[config.mk]
export PLATFORM = sky130hd
export DESIGN_NAME = irc_line_tokenizer
export DESIGN_NICKNAME = d
export VERILOG_FILES = /design/src/rtl/ilt_pkg.sv /design/src/rtl/ilt_core.sv /design/src/rtl/ilt_outq.sv /design/src/rtl/irc_line_tokenizer.sv
export SDC_FILE = /design/constraint.sdc
export NUM_CORES = 1
export LEC_CHECK = 0
export BUFFER_PORTS_ARGS = -buffer_cell sky130_fd_sc_hd__buf_4
export CORE_MARGIN = 4
export CORE_UTILIZATION = 37
export DETAILED_ROUTE_END_ITERATION = 10
export HOLD_SLACK_MARGIN = 0.05
export PLACE_DENSITY = 0.55
export SYNTH_ARGS = -nofsm -noshare
export SYNTH_HDL_FRONTEND = slang
export SYNTH_HIERARCHICAL = 1
export SYNTH_SLANG_ARGS = --single-unit
[constraint.sdc]
create_clock -name i_clk -period 19.4 [get_ports i_clk]
set_input_delay 3.88 -clock i_clk [delete_from_list [all_inputs] [get_ports i_clk]]
set_output_delay 3.88 -clock i_clk [all_outputs]
set_load 0.005 [all_outputs]
[src/rtl/ilt_pkg.sv]
// Package for the IRC line tokenizer: characters, phases, token kinds and the
// descriptor and bundle types shared by the core, the output queue and the checker.
// No dependencies.
package ilt_pkg;

    localparam int ILT_MAX_LINE    = 512;
    localparam int ILT_PARAM_LIMIT = 15;

    localparam int ILT_POS_W   = 10;
    localparam int ILT_IDX_W   = 4;
    localparam int ILT_KIND_W  = 3;
    localparam int ILT_SLOTS   = 4;
    localparam int ILT_CNT_W   = $clog2(ILT_SLOTS + 1);
    localparam int ILT_SLOT_W  = $clog2(ILT_SLOTS);

    localparam logic [7:0] CH_COLON = 8'h3A;
    localparam logic [7:0] CH_AT    = 8'h40;
    localparam logic [7:0] CH_BANG  = 8'h21;
    localparam logic [7:0] CH_SPACE = 8'h20;
    localparam logic [7:0] CH_CR    = 8'h0D;
    localparam logic [7:0] CH_LF    = 8'h0A;

    typedef enum logic [2:0] {
        PH_START   = 3'd0,
        PH_PREFIX  = 3'd1,
        PH_COMMAND = 3'd2,
        PH_PSTART  = 3'd3,
        PH_PARAM   = 3'd4,
        PH_TRAIL   = 3'd5
    } t_phase;

    typedef enum logic [ILT_KIND_W-1:0] {
        KIND_NICK  = 3'd0,
        KIND_USER  = 3'd1,
        KIND_HOST  = 3'd2,
        KIND_CMD   = 3'd3,
        KIND_PARAM = 3'd4,
        KIND_TRAIL = 3'd5
    } t_kind;

    typedef struct packed {
        t_kind                kind;
        logic [ILT_IDX_W-1:0] idx;
        logic [ILT_POS_W-1:0] start;
        logic [ILT_POS_W-1:0] len;
        logic                 last;
        logic                 trunc;
    } t_desc;

    typedef struct packed {
        t_desc [ILT_SLOTS-1:0] ent;
        logic  [ILT_CNT_W-1:0] cnt;
    } t_bundle;

endpackage

[src/rtl/ilt_core.sv]
// Tokenizer core: line state registers and the descriptor bundle for each byte.
// Depends on ilt_pkg.
module ilt_core #(
    parameter int MAX_LINE    = ilt_pkg::ILT_MAX_LINE,
    parameter int PARAM_LIMIT = ilt_pkg::ILT_PARAM_LIMIT
) (
    input  logic            i_clk,
    input  logic            i_rst_n,
    input  logic            i_fire,
    input  logic [7:0]      i_data_byte,
    output ilt_pkg::t_bundle o_bundle
);
    import ilt_pkg::*;

    localparam int PW = $clog2(MAX_LINE + 1);
    localparam int EW = (PW > ILT_POS_W) ? PW : ILT_POS_W;
    localparam logic [PW-1:0] LIM = PW'(MAX_LINE);
    localparam logic [ILT_IDX_W-1:0] PLIM = ILT_IDX_W'(PARAM_LIMIT);
    localparam logic [ILT_IDX_W-1:0] PCAP = '1;

    t_phase               r_phase, n_phase;
    logic [PW-1:0]        r_pos, n_pos;
    logic [PW-1:0]        r_tb, n_tb;
    logic [PW-1:0]        r_at, n_at;
    logic [PW-1:0]        r_bang, n_bang;
    logic                 r_seen_at, n_seen_at;
    logic                 r_seen_bang, n_seen_bang;
    logic [ILT_IDX_W-1:0] r_pcnt, n_pcnt;
    logic                 r_prev_cr, n_prev_cr;
    logic                 r_ovf, n_ovf;

    logic          is_lf, is_sp, is_colon, sat, trunc, pfull;
    logic [PW-1:0] pos, lf_end, pend;

    t_desc [2:0]          p_ent;
    logic [ILT_CNT_W-1:0] p_cnt;

    function automatic logic [PW-1:0] bump(input logic [PW-1:0] p);
        return (p < LIM) ? p + 1'b1 : LIM;
    endfunction

    function automatic logic [ILT_POS_W-1:0] to_field(input logic [PW-1:0] v);
        logic [EW-1:0] t;
        t = EW'(v);
        return t[ILT_POS_W-1:0];
    endfunction

    function automatic t_desc mk_desc(input t_kind kind, input logic [ILT_IDX_W-1:0] idx,
                                      input logic [PW-1:0] start, input logic [PW-1:0] stop,
                                      input logic tr);
        t_desc d;
        d.kind  = kind;
        d.idx   = idx;
        d.start = to_field(start);
        d.len   = (stop > start) ? to_field(stop - start) : '0;
        d.last  = 1'b0;
        d.trunc = tr;
        return d;
    endfunction

    assign is_lf    = (i_data_byte == CH_LF);
    assign is_sp    = (i_data_byte == CH_SPACE);
    assign is_colon = (i_data_byte == CH_COLON);
    assign sat      = (r_pos >= LIM);
    assign pos      = sat ? LIM : r_pos;
    assign lf_end   = (r_prev_cr && (r_pos != '0)) ? r_pos - 1'b1 : r_pos;
    assign pend     = is_lf ? lf_end : pos;
    assign trunc    = r_ovf | (~is_lf & sat);
    assign pfull    = (r_pcnt >= PLIM);

    // prefix descriptors ending at pend
    always_comb begin
        p_ent = '0;
        p_cnt = '0;
        if (r_seen_at) begin
            if (r_seen_bang) begin
                p_ent[0] = mk_desc(KIND_NICK, '0, r_tb, r_bang, trunc);
                p_ent[1] = mk_desc(KIND_USER, '0, bump(r_bang), r_at, trunc);
                p_ent[2] = mk_desc(KIND_HOST, '0, bump(r_at), pend, trunc);
                p_cnt    = ILT_CNT_W'(3);
            end else begin
                p_ent[0] = mk_desc(KIND_NICK, '0, r_tb, r_at, trunc);
                p_ent[1] = mk_desc(KIND_HOST, '0, bump(r_at), pend, trunc);
                p_cnt    = ILT_CNT_W'(2);
            end
        end else begin
            p_ent[0] = mk_desc(KIND_NICK, '0, r_tb, pend, trunc);
            p_cnt    = ILT_CNT_W'(1);
        end
    end

    // next state
    always_comb begin
        n_phase     = r_phase;
        n_pos       = bump(pos);
        n_tb        = r_tb;
        n_at        = r_at;
        n_bang      = r_bang;
        n_seen_at   = r_seen_at;
        n_seen_bang = r_seen_bang;
        n_pcnt      = r_pcnt;
        n_prev_cr   = (i_data_byte == CH_CR);
        n_ovf       = r_ovf | sat;
        if (is_lf) begin
            n_phase     = PH_START;
            n_pos       = '0;
            n_tb        = '0;
            n_at        = '0;
            n_bang      = '0;
            n_seen_at   = 1'b0;
            n_seen_bang = 1'b0;
            n_pcnt      = '0;
            n_prev_cr   = 1'b0;
            n_ovf       = 1'b0;
        end else begin
            unique case (r_phase)
                PH_START: begin
                    if (is_colon) begin
                        n_tb    = bump(pos);
                        n_phase = PH_PREFIX;
                    end else begin
                        n_tb    = pos;
                        n_phase = is_sp ? PH_PSTART : PH_COMMAND;
                    end
                end
                PH_PREFIX: begin
                    if (i_data_byte == CH_AT && !r_seen_at) begin
                        n_seen_at = 1'b1;
                        n_at      = pos;
                    end else if (i_data_byte == CH_BANG && !r_seen_at && !r_seen_bang) begin
                        n_seen_bang = 1'b1;
                        n_bang      = pos;
                    end else if (is_sp) begin
                        n_tb    = bump(pos);
                        n_phase = PH_COMMAND;
                    end
                end
                PH_COMMAND: begin
                    if (is_sp) n_phase = PH_PSTART;
                end
                PH_PSTART: begin
                    if (is_colon) begin
                        n_tb    = bump(pos);
                        n_phase = PH_TRAIL;
                    end else if (pfull) begin
                        n_tb    = pos;
                        n_phase = PH_TRAIL;
                    end else begin
                        n_tb = pos;
                        if (is_sp) begin
                            n_pcnt  = (r_pcnt < PCAP) ? r_pcnt + 1'b1 : r_pcnt;
                            n_phase = PH_PSTART;
                        end else begin
                            n_phase = PH_PARAM;
                        end
                    end
                end
                PH_PARAM: begin
                    if (is_sp) begin
                        n_pcnt  = (r_pcnt < PCAP) ? r_pcnt + 1'b1 : r_pcnt;
                        n_phase = PH_PSTART;
                    end
                end
                PH_TRAIL: begin
                end
                default: begin
                    n_phase = PH_START;
                end
            endcase
        end
    end

    // descriptor bundle
    always_comb begin
        logic [ILT_CNT_W-1:0] n;
        logic [ILT_CNT_W-1:0] lst;
        o_bundle = '0;
        n        = '0;
        lst      = '0;
        if (is_lf) begin
            unique case (r_phase)
                PH_PREFIX: begin
                    o_bundle.ent[2:0] = p_ent;
                    n = p_cnt;
                    o_bundle.ent[n[ILT_SLOT_W-1:0]] =
                        mk_desc(KIND_CMD, '0, lf_end, lf_end, trunc);
                end
                PH_START, PH_COMMAND: begin
                    o_bundle.ent[0] = mk_desc(KIND_CMD, '0, r_tb, lf_end, trunc);
                end
                PH_PSTART: begin
                    o_bundle.ent[0] = pfull ?
                        mk_desc(KIND_TRAIL, '0, r_pos, lf_end, trunc) :
                        mk_desc(KIND_PARAM, r_pcnt, r_pos, lf_end, trunc);
                end
                PH_PARAM: begin
                    o_bundle.ent[0] = mk_desc(KIND_PARAM, r_pcnt, r_tb, lf_end, trunc);
                end
                default: begin
                    o_bundle.ent[0] = mk_desc(KIND_TRAIL, '0, r_tb, lf_end, trunc);
                end
            endcase
            n   = n + 1'b1;
            lst = n - 1'b1;
            o_bundle.ent[lst[ILT_SLOT_W-1:0]].last = 1'b1;
        end else if (is_sp) begin
            unique case (r_phase)
                PH_PREFIX: begin
                    o_bundle.ent[2:0] = p_ent;
                    n = p_cnt;
                end
                PH_START: begin
                    o_bundle.ent[0] = mk_desc(KIND_CMD, '0, pos, pos, trunc);
                    n = ILT_CNT_W'(1);
                end
                PH_COMMAND: begin
                    o_bundle.ent[0] = mk_desc(KIND_CMD, '0, r_tb, pos, trunc);
                    n = ILT_CNT_W'(1);
                end
                PH_PSTART: begin
                    if (!pfull) begin
                        o_bundle.ent[0] = mk_desc(KIND_PARAM, r_pcnt, pos, pos, trunc);
                        n = ILT_CNT_W'(1);
                    end
                end
                PH_PARAM: begin
                    o_bundle.ent[0] = mk_desc(KIND_PARAM, r_pcnt, r_tb, pos, trunc);
                    n = ILT_CNT_W'(1);
                end
                default: begin
                end
            endcase
        end
        o_bundle.cnt = n;
    end

    always_ff @(posedge i_clk) begin
        if (!i_rst_n) begin
            r_phase     <= PH_START;
            r_pos       <= '0;
            r_tb        <= '0;
            r_at        <= '0;
            r_bang      <= '0;
            r_seen_at   <= 1'b0;
            r_seen_bang <= 1'b0;
            r_pcnt      <= '0;
            r_prev_cr   <= 1'b0;
            r_ovf       <= 1'b0;
        end else if (i_fire) begin
            r_phase     <= n_phase;
            r_pos       <= n_pos;
            r_tb        <= n_tb;
            r_at        <= n_at;
            r_bang      <= n_bang;
            r_seen_at   <= n_seen_at;
            r_seen_bang <= n_seen_bang;
            r_pcnt      <= n_pcnt;
            r_prev_cr   <= n_prev_cr;
            r_ovf       <= n_ovf;
        end
    end

endmodule

[src/rtl/ilt_outq.sv]
// Output queue: holds one byte's descriptor bundle and hands it out one per transaction.
// Depends on ilt_pkg.
module ilt_outq (
    input  logic             i_clk,
    input  logic             i_rst_n,
    input  logic             i_load,
    input  ilt_pkg::t_bundle i_bundle,
    input  logic             i_stall,
    output logic             o_stall,
    output logic             o_valid,
    output ilt_pkg::t_desc   o_desc
);
    import ilt_pkg::*;

    logic [ILT_CNT_W-1:0]  r_cnt, n_cnt;
    t_desc [ILT_SLOTS-1:0] r_ent, n_ent;
    logic                  out_fire;

    assign o_valid  = (r_cnt != '0);
    assign out_fire = o_valid & ~i_stall;
    assign o_stall  = ~((r_cnt == '0) | ((r_cnt == ILT_CNT_W'(1)) & ~i_stall));
    assign o_desc   = r_ent[0];

    always_comb begin
        n_cnt = r_cnt;
        n_ent = r_ent;
        if (i_load) begin
            n_cnt = i_bundle.cnt;
            n_ent = i_bundle.ent;
        end else if (out_fire) begin
            n_cnt = r_cnt - 1'b1;
            for (int k = 0; k < ILT_SLOTS - 1; k++) begin
                n_ent[k] = r_ent[k+1];
            end
        end
    end

    always_ff @(posedge i_clk) begin
        if (!i_rst_n) begin
            r_cnt <= '0;
        end else begin
            r_cnt <= n_cnt;
        end
    end

    always_ff @(posedge i_clk) begin
        r_ent <= n_ent;
    end

endmodule

[src/rtl/irc_line_tokenizer.sv]
// Top level of the IRC line tokenizer: byte input, descriptor output.
// Depends on ilt_pkg, ilt_core and ilt_outq.
//
//   channel  | handshake          | payload
//   ---------+--------------------+--------------------------------------------------
//   input    | i_valid / o_stall  | i_data_byte
//   output   | o_valid / i_stall  | o_token_kind, o_param_index, o_token_start,
//            |                    | o_token_length, o_last_of_line, o_truncated
//
// One byte is taken per cycle while o_stall is low; its descriptors (0 to 4) appear
// from the next cycle, one per cycle while i_stall is low. The next byte waits until
// the last of them is taken, as the four-slot output register drains one entry per
// handshake. Synchronous reset clears the line state and the queue. o_stall follows
// i_stall in the cycle the last pending descriptor is offered.
module irc_line_tokenizer #(
    parameter int MAX_LINE    = ilt_pkg::ILT_MAX_LINE,
    parameter int PARAM_LIMIT = ilt_pkg::ILT_PARAM_LIMIT
) (
    input  logic                          i_clk,
    input  logic                          i_rst_n,
    input  logic                          i_valid,
    output logic                          o_stall,
    input  logic [7:0]                    i_data_byte,
    output logic                          o_valid,
    input  logic                          i_stall,
    output logic [ilt_pkg::ILT_KIND_W-1:0] o_token_kind,
    output logic [ilt_pkg::ILT_IDX_W-1:0]  o_param_index,
    output logic [ilt_pkg::ILT_POS_W-1:0]  o_token_start,
    output logic [ilt_pkg::ILT_POS_W-1:0]  o_token_length,
    output logic                          o_last_of_line,
    output logic                          o_truncated
);
    import ilt_pkg::*;

    logic    in_fire;
    t_bundle bundle;
    t_desc   desc;

    assign in_fire = i_valid & ~o_stall;

    ilt_core #(
        .MAX_LINE    (MAX_LINE),
        .PARAM_LIMIT (PARAM_LIMIT)
    ) u_core (
        .i_clk       (i_clk),
        .i_rst_n     (i_rst_n),
        .i_fire      (in_fire),
        .i_data_byte (i_data_byte),
        .o_bundle    (bundle)
    );

    ilt_outq u_outq (
        .i_clk    (i_clk),
        .i_rst_n  (i_rst_n),
        .i_load   (in_fire),
        .i_bundle (bundle),
        .i_stall  (i_stall),
        .o_stall  (o_stall),
        .o_valid  (o_valid),
        .o_desc   (desc)
    );

    assign o_token_kind   = desc.kind;
    assign o_param_index  = desc.idx;
    assign o_token_start  = desc.start;
    assign o_token_length = desc.len;
    assign o_last_of_line = desc.last;
    assign o_truncated    = desc.trunc;

endmodule

# Word level (Yosys, flattened, before mapping)
# Index checks and enable logic that the tools add are counted.
# totals
wordCells	218
out_inout_bits	31
input_bits	12
regBits	170
# classes
n_eq_ne	20
bitwise	10
addsub	18
reduce_logical	27
n_lt_le_gt_ge	20
mux	88
# op_table
operator	n
87-bit two-way mux	6
10-bit two-way mux	29
116-bit bitwise mux	2
57-bit two-way mux	3
29-bit case mux with 5 select lines	1
29-bit demux with 2-bit select	2
29-bit two-way mux	4
29-bit case mux with 4 select lines	1
10-bit greater-than comparator	10
10-bit subtractor	10
3-bit two-way mux	14
10-bit by 1-bit adder with 10-bit output (second input constant)	3
10-bit < comparator (second input constant)	3
28-bit two-way mux	1
27-bit two-way mux	1
8-bit by 6-bit == test with 1-bit output (second input constant)	3
4-bit two-way mux	5
10-bit case mux with 2 select lines	1
8-bit by 4-bit == test with 1-bit output (second input constant)	2
3-bit case mux with 5 select lines	1
1-bit two-way mux	12
3-bit by 2-bit != test with 1-bit output (second input constant)	4
10-bit >= comparator (second input constant)	1
10-bit nonzero test	1
other kinds (32)	63

# Logic depth before layout (Yosys ltp)
# depth
word_depth	14
ltp_mapped	20

# Modules after synthesis
# Netlist, hierarchy kept.
# by_module_without_submodules
module	instances	cells_per_inst	seq_area_each_um2	area_per_inst_um2
ilt_core	1	1240	1021.0	8649.5
ilt_outq	1	271	3543.4	5027.3
irc_line_tokenizer	1	1	0.0	13.8

# Worst setup path before layout
# No wires, ideal clock.
# synth_path
path_kind	input port to flip-flop
from	input i_stall
to	register u_outq.r_ent (netlist bit u_outq/o_desc[0]) (enable)
arrival_time_ns	9.990
stages	1
slack_ns	8.758
path_buffers	0
path_cell_list	o21ai_0
# synth_via
elab_chain_len	5
# synth_lines
element	line_no	text
start, declared	irc_line_tokenizer.sv:25	input logic i_stall,
1-bit NOT (*)	ilt_outq.sv:20, ilt_outq.sv:21	
1-bit bitwise AND	ilt_outq.sv:21	assign o_stall = ~((r_cnt == '0) | ((r_cnt == ILT_CNT_W'(1)) & ~i_stall));
1-bit OR	ilt_outq.sv:21	
1-bit bitwise AND	irc_line_tokenizer.sv:39	assign in_fire = i_valid & ~o_stall;
2-bit nonzero test (no line) (*)	n/a	
end signal, assigned	ilt_outq.sv:47	r_ent <= n_ent;
end, declared	ilt_outq.sv:16	t_desc [ILT_SLOTS-1:0] r_ent, n_ent;
# Every way passes the cells marked *; elsewhere a longest branch is shown, timed or not.
# A chain may end at the register's enable or synchronous reset.

# Worst setup path after layout
# layout_path
from	input i_stall
to	output o_stall
# layout_via
elab_chain_len	4
# layout_lines
element	line_no	text
1-bit NOT	ilt_outq.sv:21	
1-bit bitwise AND	ilt_outq.sv:21	
1-bit OR	ilt_outq.sv:21	
1-bit NOT	ilt_outq.sv:21	
end, declared	irc_line_tokenizer.sv:22	output logic o_stall,
# No other way between the ends.

==> impl_metrics.py <==
metrics = {
    "clock_network": {
        "clk_pin_slew_worst_paths_ps": 70,
        "cts_setup_buffers": 0,
        "clkLatencyLatePin_ps": 440,
        "cts_root_buf": "clkbuf_16",
        "cts.htree.levels": 4,
        "cts.sinks": 170,
        "cts_resized": 0,
        "holdBufCountCts": 0,
        "cts_tree": "built",
        "cts_inserted_buffers": 17,
        "max-clock-path-buffers": 2,
    },
    "worst_setup_path": {
        "critPathLaunchType": "primary input",
        "end_kind": "output port",
        "worstPathRequired_ps": 15520,
        "criticalPathCategory": "in2out",
        "path_max_fanout": 4,
        "r2r_end": "u_outq/o_desc[9]$_DFFE_PP_",
        "r2r_cells": 16,
        "r2r_slack_ps": 13960,
        "rr_startpoint": "u_core/r_pos[6]$_SDFFE_PN0P_",
        "crit_arrival_ps": 4630,
    },
    "routing": {
        "drc": 0,
        "first_iter_violations": 1348,
        "vias": 11634,
        "routedWlPerCell_um": 22.7,
        "first_pass_iters": 5,
        "ant_nets": 0,
        "viasPerCell": 5.90,
        "drt_wl_total_um": 44800,
    },
    "die": {
        "die_h_um": 200,
        "dieArea_mm2": 0.0401,
        "io_pins": 43,
        "core_area_mm2": 0.0365,
        "initial_core_util": 0.375,
        "die-width_um": 200,
        "rows": 70,
    },
    "synthesis": {
        "synth-compound-area-share": 0.170,
        "ys_ff_latch": 170,
        "synth.area.mux_share": 0.0840,
        "synth-seq-area-share": 0.333,
        "synthSimpleGateAreaFrac": 0.188,
        "synth_area_mm2": 0.0137,
        "ys.flop_type": "edfxtp_1",
        "synth_edf_count": 116,
        "synth_xor_area_frac": 0.0525,
        "synth-adder-area-share": 0.0949,
        "synth_top_family_by_area": "simple AND/OR/NAND/NOR gates",
        "ys_async_sr_fraction": 0,
        "synth.avg_cell_area_um2": 9.05,
        "yosysWarnings": 6,
        "netlist_instances": 1512,
        "yosysUniqueCellTypes": 81,
    },
    "power_and_ir_drop": {
        "p_leak_nw": 5.56,
        "ir_worst_vdd_v": 0.0000667,
        "p_total_mw": 1.41,
        "powerDensity_mw_per_mm2": 96.0,
    },
    "final_layout": {
        "drive_above_1_share": 0.148,
        "final_util": 0.402,
        "final_nets": 1602,
        "syn_to_final_growth_pct": 7.27,
        "antenna_cells": 0,
    },
    "sta": {
        "holdWs_ps": 502,
        "tns_ps": 0,
        "finalClockSkew_ps": 12.0,
        "grt_setup_unrepaired": "no",
        "slew_violations": 0,
        "timing.final.crit_share": 0.439,
        "fin_crit_ps": 8510,
        "hold_violations": 0,
        "fmax_mhz": 117,
        "worst_slack_ps": 10890,
        "max_slew_margin": 0.134,
        "worst_slew_pin_slew_ps": 1290,
        "setup_viol": 0,
    },
    "min_path": {
        "hp-class": "reg2reg",
        "hold_end": "u_core/r_ovf$_SDFFE_PN0P_",
        "hold_depth": 2,
        "min-delay-start": "u_core/r_ovf$_SDFFE_PN0P_",
    },
    "placed_design": {
        "port-buffer-count": 42,
        "gp_congestion": 0.981,
        "dp_hpwl_um": 33200,
        "pre_cts_ws_ps": 10830,
    },
    "flow_run": {
        "max-cap-violations": 0,
    },
    "grt": {
        "overflow": 0,
        "grt_usage": 0.218,
        "grt_antenna_before_repair": 0,
        "grt_pass1_vias": 10909,
        "grt_max_degree": 144,
        "grt_pass1_wl_um": 67600,
    },
    "run_status": {
        "outcome": "completed",
    },
}
state kept, by name, indices dropped and copies added (netlist names):
signal,count
u_core/r_tb,10
u_core/r_seen_bang,1
u_core/r_pcnt,4
u_core/r_seen_at,1
u_core/r_prev_cr,1
u_core/r_at,10
u_outq/r_ent,87
u_core/r_phase,3
u_outq/o_desc,29
u_core/r_ovf,1
u_core/r_pos,10
u_core/r_bang,10
u_outq/r_cnt,3
logic make-up after synthesis:
logic type / after synthesis
AND/OR/NAND/NOR: 495
AO/OA/AOI/OAI: 362
buffers and inverters: 200
flip-flops: 170
multiplexers: 103
adder cells (fa/ha/maj): 99
XOR/XNOR: 82
other: 1
critical path: stages:
cell and delay [ps]:
buf_4 130, inv_1 100, a21oi_1 70, or2_2 300
buf_4 150
stage by stage:
step,instance area (um^2),cells
global placement,14100,1940
CTS,14700,1972
finish,14700,1972
detailed placement,14100,1940
floorplan,13800,1536
global route,14700,1972
worst max path at each step:
stage / startpoint / end / slack, ps / cells after the start
after detailed placement: i_data_byte[4] / u_outq/o_desc[9]$_DFFE_PP_ / 10830 / 16
after floorplan: i_stall / u_outq/o_desc[0]$_DFFE_PP_ / 8760 / 1
final: i_stall / o_stall / 10890 / 5
after CTS: i_stall / o_stall / 10890 / 5
after global placement: i_stall / o_stall / 10890 / 5
after global routing: i_stall / o_stall / 10820 / 5
cells in the mapped netlist (all sizes together) (22+ instances only):
cell type	n	area, um^2
nand2b	22	138
nor2	114	428
nand3	52	260
buf	80	588
ha	91	1140
a21oi	115	579
xnor2	56	490
xor2	26	228
o22ai	39	244
dfxtp	54	1080
o21ai	54	270
a22oi	34	255
nor2b	58	378
mux2	95	1070
clkbuf	48	190
nor3	57	307
nand2	86	323
edfxtp	116	3480
inv	72	270
metal layers:
layer  track usage  vias to the layer above  routed length [um]
li1              -                     5412                   -
met1         0.295                     5610               19200
met2         0.339                      514               19900
met3        0.0372                       98                3360
met4         0.103                        0                2230
met5             0                        -                   0
layout make-up:
class,count,area [um^2]
Clock buffer,20,447
Clock inverter,12,148
Fill cell,3624,21800
Inverter,72,270
Multi-Input combinational cell,1166,8180
Sequential cell,170,4560
Tap cell,468,586
Timing Repair Buffer,64,493
power by group:
group	internal (mW)	leakage [nW]	switching [mW]
Clock	0.197	0.292	0.157
Combinational	0.208	3.68	0.270
Sequential	0.525	1.59	0.0521
layout by cell type, fill, tap and decap left out, types with 56 or more instances in the layout:
cell type / Yosys / final
ha_1: 91 / 91
buf_4: 59 / 63
edfxtp_1: 116 / 116
a21oi_1: 114 / 114
inv_1: 71 / 71
nand2_1: 86 / 86
mux2_2: 95 / 95
nor2_1: 114 / 114
nor2b_1: 56 / 56
xnor2_1: 56 / 56
(Power assumes the default switching activity.)
